<file path="src/design/ao0cm_pkg.sv">
// Package: shared types and constants of the adaptive order-0 cost model
`timescale 1ns / 1ps
package ao0cm_pkg;

    localparam int MAX_SYMBOLS_DEF = 1024;
    localparam int FRAC_BITS_DEF   = 16;
    localparam int SYM_W           = 10;
    localparam int CNT_W           = 16;
    localparam int COST_W          = 21;
    localparam int ACC_W           = 48;
    localparam int ALPHA_W         = 11;
    localparam int CFG_IDX_W       = 1;
    localparam int CFG_DATA_W      = 16;

    localparam logic [CFG_IDX_W-1:0] REG_ALPHABET_SIZE = 1'b0;
    localparam logic [CFG_IDX_W-1:0] REG_RESCALE_LIMIT = 1'b1;

    localparam logic [ALPHA_W-1:0] ALPHABET_RESET = 11'd256;
    localparam logic [CNT_W-1:0]   LIMIT_RESET    = 16'd60000;
    localparam logic [CNT_W-1:0]   LIMIT_CAP      = 16'd65534;

    typedef struct packed {
        logic [SYM_W-1:0] symbol;
        logic             start_sequence;
    } in_item_t;

    typedef struct packed {
        logic [COST_W-1:0] symbol_cost;
        logic [ACC_W-1:0]  total_cost;
    } out_item_t;

    typedef struct packed {
        logic [SYM_W-1:0] symbol;
        logic             start_sequence;
    } job_t;

endpackage

</file>
<file path="src/design/ao0cm_front.sv">
// Front end: input queue of two transactions
`timescale 1ns / 1ps
module ao0cm_front (
    input  logic                 clk,
    input  logic                 rst_n,
    input  logic                 push,
    output logic                 full,
    input  ao0cm_pkg::in_item_t  in_item,
    output logic                 job_valid,
    input  logic                 job_take,
    output ao0cm_pkg::job_t      job
);

    ao0cm_pkg::job_t slot_reg [2];
    logic            wptr_reg, rptr_reg;
    logic [1:0]      cnt_reg;
    logic            do_push, do_pop;

    assign full      = cnt_reg[1];
    assign job_valid = cnt_reg != 2'd0;
    assign job       = slot_reg[rptr_reg];
    assign do_push   = push && !full;
    assign do_pop    = job_take && job_valid;

    // store the incoming transaction
    always_ff @(posedge clk)
    begin
        if (do_push)
        begin
            slot_reg[wptr_reg].symbol         <= in_item.symbol;
            slot_reg[wptr_reg].start_sequence <= in_item.start_sequence;
        end
    end

    // advance pointers
    always_ff @(posedge clk or negedge rst_n)
    begin
        if (!rst_n)
        begin
            wptr_reg <= 1'b0;
            rptr_reg <= 1'b0;
            cnt_reg  <= 2'd0;
        end
        else
        begin
            if (do_push)
            begin
                wptr_reg <= !wptr_reg;
            end
            if (do_pop)
            begin
                rptr_reg <= !rptr_reg;
            end
            cnt_reg <= cnt_reg + {1'b0, do_push} - {1'b0, do_pop};
        end
    end

endmodule

</file>
<file path="config.mk">
export PLATFORM = sky130hd
export DESIGN_NAME = ao0cm_front
export DESIGN_NICKNAME = d
export VERILOG_FILES = /design/src/design/ao0cm_pkg.sv /design/src/design/ao0cm_front.sv
export SDC_FILE = /design/constraint.sdc
export NUM_CORES = 1
export LEC_CHECK = 0
export ABC_AREA = 0
export BUFFER_PORTS_ARGS = -buffer_cell sky130_fd_sc_hd__buf_4
export CAP_MARGIN = 10
export CORE_MARGIN = 2
export CORE_UTILIZATION = 33
export DETAILED_ROUTE_END_ITERATION = 8
export PLACE_DENSITY = 0.61
export SYNTH_ARGS = -nofsm -noshare
export SYNTH_HDL_FRONTEND = slang
export SYNTH_SLANG_ARGS = --single-unit
</file>
<file path="constraint.sdc">
create_clock -name clk -period 2.1 [get_ports clk]
set_clock_uncertainty 0.2 [all_clocks]
set_input_delay 0.21 -clock clk [delete_from_list [all_inputs] [get_ports clk]]
set_output_delay 0.21 -clock clk [all_outputs]
set_load 0.01 [all_outputs]
</file>
# Yosys cells after proc, flatten, opt, wreduce, memory -nomap -nowiden
# Memories as Yosys holds them, arrays and structs flattened.
# Cells that the tools add are included.
[word_totals]
ff_bits = 4
ramBits = 22
inputBits = 15
output_inout_bits = 13
wordCells = 14
n_memories = 1
[classes]
addsub = 2
mux = 2
n_reduce_logical = 6
[memory_table]
columns = ["name", "depth", "word_bits", "read_ports", "rd_clocked_by_memory_dff", "wr", "line_no", "rtl"]
rows = [
  ["slot_reg", 2, 11, 1, 0, 1, "ao0cm_front.sv:14", "ao0cm_pkg::job_t slot_reg [2];"],
]
[op_table]
columns = ["op", "count"]
rows = [
  ["logical NOT 1 bit", 3],
  ["adder 2 x 1 -> 2 bit", 1],
  ["logical AND 1 bit", 2],
  ["two-way mux 1 bit", 2],
  ["nonzero test 2 bit", 1],
  ["subtractor 2 x 1 -> 2 bit", 1],
]

# Logic depth before layout (Yosys ltp)
# Gate-level depths: netlist of the first run.
[depth]
word_depth = 4
ltp_mapped = 5
depth_no_buf = 5

# Worst setup path before layout of the first run
# Ideal clock, no wire load.
[synth_timing]
path_type = "flip-flop to flip-flop"
startpoint = "register cnt_reg[1]"
endpoint = "memory slot_reg[1][0] in the netlist's numbering, enable pin"
setup_time_ps = 378
t_arrival_ps = 1114
required_time_ps = 1522
setup_slack_ps = 408
stages_incl_launch_ff = 3
path_buffers = 0
period_less_slack_ps = 1692
cell_sequence = "dfrtp_1 nand2b_4 nor2_1"
[synth_via]
elab_chain_len = 4
[synth_rtl]
columns = ["element", "line_no", "rtl"]
rows = [
  ["start, declared", "ao0cm_front.sv:16", "logic [1:0] cnt_reg;"],
  ["start signal, assigned", "ao0cm_front.sv:54", "cnt_reg <= cnt_reg + {1'b0, do_push} - {1'b0, do_pop};"],
  ["logical NOT 1 bit", "ao0cm_front.sv:22", "assign do_push = push && !full;"],
  ["logical AND 1 bit", "ao0cm_front.sv:22", ""],
  ["two-way mux 1 bit", "ao0cm_front.sv:28", "if (do_push)"],
  ["two-way mux 1 bit (not written as such)", "ao0cm_front.sv:31", "slot_reg[wptr_reg].start_sequence <= in_item.start_sequence;"],
  ["end, declared", "ao0cm_front.sv:14", ""],
]
# Every way passes these cells.

==> results.md, run 1 <==
- DIE AREA: about 3500 sq um
- Final hold vios: 0
- Antenna violations before repair: 0
- Starting Density: 33.8%
- Share of cells above drive strength 1: ~45%
- Via density: about 4.4
- Wire per inst: approximately 12 microns
- Seq/Total Area, Yosys: between 70% and 80%
- Synth area leader: edfxtp_1
- Global-route wire length before repair: around 2600 microns
- Largest fanout on the critical path: 12
- Routed Antenna Nets: 0
- Vias in the first global route: 637
- Fillers: 260
- DRC viols: 0
- Mean Syn Cell Area: roughly 19 sq um
- Yosys Warn Count: 0
- Clock Sinks: 26
- Slew Viols, Final: 0
- Clock transition at the registers of the reported paths: about 0.13 ns
- Die Ht: roughly 59 microns
- Gp weighted congestion: 0.613
- Met3 Wirelength: ~110 microns
- Area growth, synth to finish: 46.1%
- Max Clk Rate: around 510 MHz
- 1st-iter DRT viols: 16
- Count of unique library cells instantiated by Yosys: 16
- Postcts setup bufs: 0
- Worst setup EP type: output pin
- Total wire length: approximately 1600 microns
- Share of the synthesized area in the top cell type: approximately two thirds
- Worst Setup Start Kind: flip-flop
- Largest net degree at the start of global routing: 16
- Met1 WL: 685 microns
- Uppermost layer routed: met4
- Metal2 WL: 828 microns
- RSZ-0062 raised after global routing: false
- Worst EP arrival: 1.57 ns
- Predominant post-synthesis flop cell: edfxtp_1
- Worst hold slack: 0.303 ns
- Max-cap violations: 0
- Max FFs per register: 22
- Worst-Margin Slew: between 0.5 and 0.6 ns
- Post-synth top cells: edfxtp_1, mux2_2, dfrtp_1
- # setup viols final: 0
- Post-route cell area: between 1000 and 1500 sq um
- CTS tree: yes
- CP Class: flip-flop to output pin
- Post-synth EDFFs: 22
- CP required: 1.69 ns
- Total GRT Usage: ~10%
- First-pass iteration count of the detailed router: 3
- Hold/Removal Path Class: flip-flop to flip-flop
- Max VDD drop: around 0.56 mV
- Number of buffers created by CTS: 3
- CTS max path bufs: 2
- Core box area: between 2000 and 3000 sq um
- Outcome: complete, no violations
- Mapped Nets: 70
- Clock Latency Late Sink: roughly 0.3 ns
- Placed cell area: around 1300 sq um
- Antenna cells: 0
- FFs w/ async S/R, synth: between 10% and 20%
- Synth Register Bits: 26
- Total negative slack: 0 ns
- Row count: 20
- Count leader, synth: edfxtp_1
- Mapped Area: a little over 1000 sq um
- Dpl hpwl: 1120 microns
- Minimum clock period: 1.98 ns
- CTS root buf: clkbuf_4
- Total grt overflow: 0
- H-tree levels: 1
- Routed vias: between 500 and 600
- Die X: roughly 59 microns
- Nets: ~120
- Final period utilization: between 90% and 100%
- I/O Pins: 28
- Pleak: 0.588 nW
- Cell count after synthesis: between 50 and 60
- Total Power: roughly 1.7 mW
- Count of input and output buffers: 27
- Slew headroom: ~64%
- CTS resizes: 0
- Ranking of synthesized cells by area: edfxtp_1, mux2_2, dfrtp_1
- Pwr dens: 1150 nW/um^2
## cell type report
cell class	count	area, sq um	area share [%]
Sequential cell	26	761	51.7
Timing Repair Buffer	45	378	25.7
Multi-Input combinational cell	26	234	15.9
Tap cell	33	41.3	2.81
Clock inverter	1	30.0	2.04
Clock buffer	3	22.5	1.53
Inverter	1	3.75	0.255
## per-stage QoR
stage | setup WS (ns) | instances | utilization [%]
detailed placement | 0.471 | 115 | 42.2
global placement | 0.483 | 115 | 42.2
CTS | 0.0869 | 135 | 49.4
floorplan | 0.408 | 54 | -
finish | 0.121 | 135 | 49.4
global route | 0.0309 | 135 | 49.4
## logic make-up after synthesis
group,Yosys count,share of synthesized area [%]
compound gates,3,2.61
xor+xnor,3,2.61
fa+ha+maj,1,1.24
buf+inv,2,1.12
flops,26,75.6
mux,11,12.3
simple gates,8,4.48
## routing by layer
metal | GRT usage, % | up-vias
met5 | 0 | -
met4 | 2.92 | 0
met3 | 4.59 | 2
met2 | 18.2 | 22
met1 | 11.1 | 280
li1 | - | 295
## final timing paths
| check | start | end | slack (ns) | cells past startpoint |
|---|---|---|---|---|
| min reg2reg | wptr_reg$_DFFE_PN0P_ | wptr_reg$_DFFE_PN0P_ | 0.30 | 1 |
| max reg2reg | cnt_reg[1]$_DFF_PN0_ | cnt_reg[1]$_DFF_PN0_ | 0.50 | 5 |
| max | rptr_reg$_DFFE_PN0P_ | job[7] | 0.12 | 2 |
| max in group asynchronous | rst_n | rptr_reg$_DFFE_PN0P_ | 0.49 | 4 |
| min in group asynchronous | rst_n | cnt_reg[0]$_DFF_PN0_ | 0.56 | 3 |
| min | wptr_reg$_DFFE_PN0P_ | wptr_reg$_DFFE_PN0P_ | 0.30 | 1 |
## power by group
group | internal (mW) | leakage (nW) | switching (mW) | total [mW]
sequential | 0.700 | 0.251 | 0.0963 | 0.796
combinational | 0.341 | 0.310 | 0.229 | 0.570
clock | 0.193 | 0.0279 | 0.136 | 0.329
total | 1.23 | 0.588 | 0.462 | 1.69
## layout by cell type, fill, tap and decap left out
cell and n:
nand2b_4 1, xor2_1 1, nor2_1 3, or2_1 1
dlygate4sd3_1 16, inv_1 1, ha_1 1, dfrtp_1 4
nand2_1 2, buf_4 29, a211o_1 1, bufinv_16 1
xnor2_1 2, clkbuf_4 3, nand2b_1 1, a21oi_1 1
edfxtp_1 22, o31ai_2 1, mux2_2 11
## worst max-delay path, stage by stage (launching register included)
cell and delay [ns]:
dfrtp_1 0.71, mux2_2 0.40, buf_4 0.14
## what timing repair did
action	in CTS	in global routing
endpoints found under the hold margin	28	0
hold buffers	16	0
setup endpoints to repair	0	0
(Power assumes the default switching activity.)
==> run 2: changes to the inputs <==
SETUP_SLACK_MARGIN = 0.15   (was unset)
clock period = 2.25 ns   (was 2.1 ns; I/O delays follow)
==> results.md, run 2 (same netlist as run 1, synthesis figures left out) <==
- Dpl hpwl: ~1100 microns
- Final std cells w/o fill: 133
- Fillers: roughly 260
- Largest delay share family, worst path: flip-flops
- Routed Antenna Nets: 0
- Clock power share: approximately a fifth
- Comb power frac: about a third
- Outcome: complete, no violations
- CTS root buf: clkbuf_4
- Final Worst Setup Slack: between 0.2 and 0.3 ns
- Die X: a little under 60 microns
- Most Used Layer, Global Route: met2
- R2r setup slk: around 0.65 ns
- CTS max path bufs: 2
- RSZ-0062 raised after global routing: false
- Minimum clock period: approximately 2 ns
- Place WS: between 0.6 and 0.7 ns
- Cell count after placement: ~120
- Total GRT Usage: ~10%
- CP bufs+invs: 1
- Clock transition at the registers of the reported paths: ~0.13 ns
- Cells along the critical path: mux2_2 -> buf_4
- Worst setup EP type: output pin
- I/O Pins: 28
- Area of the multi-input gates: 234 sq um
- Crit-path slowest cell: dfrtp_1
- First-pass iteration count of the detailed router: 3
- Routed vias: just under 600
- Largest fanout on the critical path: 12
- Vias in the first global route: roughly 630
- Grt met3 use: around 4.6%
- Sw Ratio: between 20% and 30%
- Most frequent cells in the layout: buf_4, edfxtp_1, dlygate4sd3_1, mux2_2, dfrtp_1
- Gp weighted congestion: between 0.6 and 0.7
- Met1 Use GR: between 10% and 20%
- Postcts setup bufs: 0
- Worst Setup EP: job[7]
- Die Ht: between 50 and 60 microns
- CTS tree: yes
- Final hold vios: 0
- Max-cap violations: 0
- Max VDD drop: 0.515 mV
- Final period utilization: 88.6%
- DRC viols: 0
- Worst reg2reg path depth: 5
- Commonest non-fill, non-tap cell in the layout: buf_4
- Critical R2R Capture: cnt_reg[1]$_DFF_PN0_
- 1st-iter DRT viols: 14
- Wire per inst: 12.0 microns
- Worst-Margin Slew: between 0.5 and 0.6 ns
- CP Class: flip-flop to output pin
- Area growth, synth to finish: 44.2%
- Worst EP arrival: around 1.6 ns
- Hold/Removal Path Class: primary input to async pin
- Clock Sinks: 26
- CP Depth: 2
- Largest net degree at the start of global routing: 16
- Hold_buf cts: 14
- Number of buffers created by CTS: 3
- Met2 Track Usage GR: 17.4%
- Share of cells above drive strength 1: around 46%
- DIE AREA: ~3500 sq um
- CP max stage delay: 0.71 ns
- Pint: roughly 1.1 mW
- Total wire length: 1590 microns
- Pwr dens: roughly 1100 nW/um^2
- Max FFs per register: 22
- Antenna cells: 0
- CTS resizes: 0
- Pleak: between 0.5 and 0.6 nW
- Global-route wire length before repair: roughly 2500 microns
- H-tree levels: 1
- Sequential Power Share: between 40 and 50%
- Max Clk Rate: ~500 MHz
- # setup viols final: 0
- CP required: between 1.5 and 2 ns
- Row count: 20
- Count of input and output buffers: 27
- Nets: roughly 120
- Antenna violations before repair: 0
- Launching point of the worst reg2reg path: cnt_reg[1]$_DFF_PN0_
- Crit path from: rptr_reg$_DFFE_PN0P_
- Slew headroom: between 60% and 70%
- Clock Latency Late Sink: about 0.30 ns
- Total negative slack: 0 ns
- Via density: between 4 and 5
- Worst Setup Start Kind: flip-flop
- Slew Viols, Final: 0
- Net switching power: between 0.4 and 0.5 mW
- Storage cell area: roughly 760 sq um
- Starting Density: around a third
- Total grt overflow: 0
- Core box area: between 2000 and 3000 sq um
run 2: changes by cell type in the layout (fill, tap and decap cells not counted), sizes merged:
| cell | change |
|---|---|
| dlygate4sd3 | -2 |
run 2: worst min path at each step:
stage / slack (ns) / startpoint / cells after the start / endpoint
after floorplan: -0.27 / rst_n / 0 / cnt_reg[0]$_DFF_PN0_
after global placement: -0.17 / rst_n / 1 / cnt_reg[0]$_DFF_PN0_
after detailed placement: -0.17 / rst_n / 1 / cnt_reg[0]$_DFF_PN0_
after CTS: 0.006 / rst_n / 2 / rptr_reg$_DFFE_PN0P_
after global routing: 0.003 / rst_n / 2 / rptr_reg$_DFFE_PN0P_
final: 0.02 / rst_n / 2 / rptr_reg$_DFFE_PN0P_
run 2: layout make-up:
| class | instances | area share [%] |
|---|---|---|
| clock buffers | 3 | 1.55 |
| clock inverters | 1 | 2.07 |
| inverters | 1 | 0.259 |
| multi-input cells | 26 | 16.1 |
| flip-flops and latches | 26 | 52.5 |
| well taps | 33 | 2.85 |
| repair buffers | 43 | 24.7 |
run 2: stage by stage:
| step | utilization (%) | hold slack, ns | instance area [sq um] | total power [mW] |
|---|---|---|---|---|
| final | 48.7 | 0.0241 | 1450 | 1.58 |
| after global routing | 48.7 | 0.00270 | 1450 | 1.67 |
| after CTS | 48.7 | 0.00570 | 1450 | 1.60 |
| after global placement | 42.2 | -0.173 | 1260 | 1.27 |
| after floorplan | - | -0.271 | 1010 | 1.04 |
| after detailed placement | 42.2 | -0.173 | 1260 | 1.28 |
run 2: worst register-to-register path, cell delays in order (launching register included):
cell      delay (ns)
dfrtp_1         0.46
nand2b_4        0.19
a21oi_1         0.04
a211o_1         0.27
ha_1            0.18
xor2_1          0.15
run 2: per-layer routing:
metal,up-vias,share of wire (%)
li1,291,-
met1,273,43
met2,22,50
met3,2,6.8
met4,0,0.50
met5,-,0
run 2: power by group through the flow:
| stage | Combinational [mW] | Clock, mW | Sequential [mW] |
|---|---|---|---|
| 2_1_floorplan | 0.328 | 0 | 0.712 |
| 3_3_place_gp | 0.515 | 0 | 0.751 |
| 3_5_place_dp | 0.521 | 0 | 0.755 |
| 4_1_cts | 0.541 | 0.318 | 0.745 |
| 5_1_grt | 0.573 | 0.342 | 0.757 |
| 6_report | 0.529 | 0.305 | 0.743 |
==> run 3: changes to the inputs <==
RECOVER_POWER = 50   (was unset)
==> results.md, run 3 (same netlist as run 1, synthesis figures left out) <==
- Area of the multi-input gates: between 200 and 250 sq um
- First-pass iteration count of the detailed router: 4
- Routed vias: slightly below 600
- Dpl hpwl: ~1100 microns
- Routed Antenna Nets: 0
- CP required: ~1.8 ns
- 1st-iter DRT viols: 8
- Worst Setup Start Kind: flip-flop
- Most Used Layer, Global Route: met2
- Total wire length: between 1500 and 2000 microns
- Largest net degree at the start of global routing: 16
- # setup viols final: 0
- Met1 Use GR: between 10% and 20%
- Max FFs per register: 22
- Clock Sinks: 26
- Antenna violations before repair: 0
- Total Power: about 1.6 mW
- Share of cells above drive strength 1: a little over two fifths
- Antenna cells: 0
- Gp weighted congestion: roughly 0.61
- Slew headroom: 64.5%
- Clock Latency Late Sink: 0.30 ns
- Crit-path slowest cell: dfrtp_1
- Row count: 20
- Worst EP arrival: roughly 1.6 ns
- Die X: 59.2 microns
- Most frequent cells in the layout: edfxtp_1, buf_4, dlygate4sd3_1, clkbuf_4, mux2_2
- Final period utilization: about nine tenths
- Worst-Margin Slew: around 0.53 ns
- Grt met3 use: under 10%
- Count of input and output buffers: 27
- Starting Density: approximately 34%
- Final Worst Setup Slack: 0.261 ns
- Total grt overflow: 0
- CTS max path bufs: 2
- Nets: roughly 120
- CP Class: flip-flop to output pin
- Core box area: slightly below 3000 sq um
- Pwr dens: between 1000 and 1500 nW/um^2
- Max VDD drop: around 0.5 mV
- I/O Pins: 28
- CP max stage delay: 0.70 ns
- DIE AREA: approximately 3500 sq um
- CTS tree: yes
- Hold/Removal Path Class: primary input to async pin
- Largest fanout on the critical path: 12
- Area growth, synth to finish: 42.3%
- Commonest non-fill, non-tap cell in the layout: edfxtp_1
- Total GRT Usage: around 10%
- Outcome: complete, no violations
- DRC viols: 0
- Final hold vios: 0
- H-tree levels: 1
- Wire per inst: around 12 microns
- Global-route wire length before repair: ~2500 microns
- Vias in the first global route: about 630
- CP bufs+invs: 1
- Cells along the critical path: mux2_2 -> buf_4
- Max Clk Rate: around 500 MHz
- Pleak: 0.562 nW
- Number of buffers created by CTS: 3
- Die Ht: just under 60 microns
- Clock transition at the registers of the reported paths: about 0.13 ns
- Worst setup EP type: output pin
- Largest delay share family, worst path: flip-flops
- Slew Viols, Final: 0
- CTS root buf: clkbuf_4
- R2r setup slk: approximately 0.60 ns
- Total negative slack: 0 ns
- Fillers: 267
- Minimum clock period: just under 2 ns
- Storage cell area: 761 sq um
- Place WS: 0.606 ns
- Via density: 4.48
- Met2 Track Usage GR: between 15 and 20%
- RSZ-0062 raised after global routing: false
- Max-cap violations: 0
[run 3: worst paths after layout]
| kind | startpoint | endpoint | cells past startpoint |
|---|---|---|---|
| setup / recovery | rptr_reg$_DFFE_PN0P_ | job[7] | 2 |
| hold / removal | rst_n | rptr_reg$_DFFE_PN0P_ | 2 |
| setup reg to reg | cnt_reg[1]$_DFF_PN0_ | cnt_reg[1]$_DFF_PN0_ | 5 |
| hold reg to reg | wptr_reg$_DFFE_PN0P_ | wptr_reg$_DFFE_PN0P_ | 1 |
| max in group asynchronous | rst_n | wptr_reg$_DFFE_PN0P_ | 2 |
| min in group clk | wptr_reg$_DFFE_PN0P_ | wptr_reg$_DFFE_PN0P_ | 1 |
[run 3: routing by layer]
| metal | wire length (microns) | share of wire (%) |
|---|---|---|
| met5 | 0 | 0 |
| met4 | 8 | 0.51 |
| met3 | 109 | 7.0 |
| met2 | 775 | 50 |
| met1 | 666 | 43 |
[run 3: timing repair]
| item | CTS | global route |
|---|---|---|
| hold buffers | 14 | 0 |
| setup buffers | 0 | 0 |
| endpoints found under the hold margin | 28 | 0 |
| gates resized for setup | 0 | 0 |
[run 3: cell type report]
type / count / area share, %
inverter: 1 / 0.262
clock buffer: 3 / 1.57
tap: 33 / 2.88
clock inverter: 1 / 2.10
sequential: 26 / 53.1
multi-input combinational: 26 / 15.8
timing repair buffer: 43 / 24.2
[run 3: per-stage QoR]
stage          area [sq um]  util [%]  std cells  hold WS, ns
2_1_floorplan          1010         -         54       -0.271
4_1_cts                1450      48.7        133      0.00570
5_1_grt                1430      48.1        133       0.0646
6_report               1430      48.1        133       0.0530
3_3_place_gp           1260      42.2        115       -0.173
3_5_place_dp           1260      42.2        115       -0.173
[run 3: power breakdown]
part / switching (mW) / internal, mW / total [mW]
clock network: 0.127 / 0.180 / 0.307
registers: 0.0884 / 0.653 / 0.741
logic: 0.212 / 0.305 / 0.517
total: 0.427 / 1.14 / 1.57
[run 3: worst register-to-register path, cell delays in order, from the launching register on]
cell,delay (ns)
dfrtp_1,0.46
nand2b_1,0.22
a21oi_1,0.06
a211o_1,0.27
ha_1,0.18
xor2_1,0.15
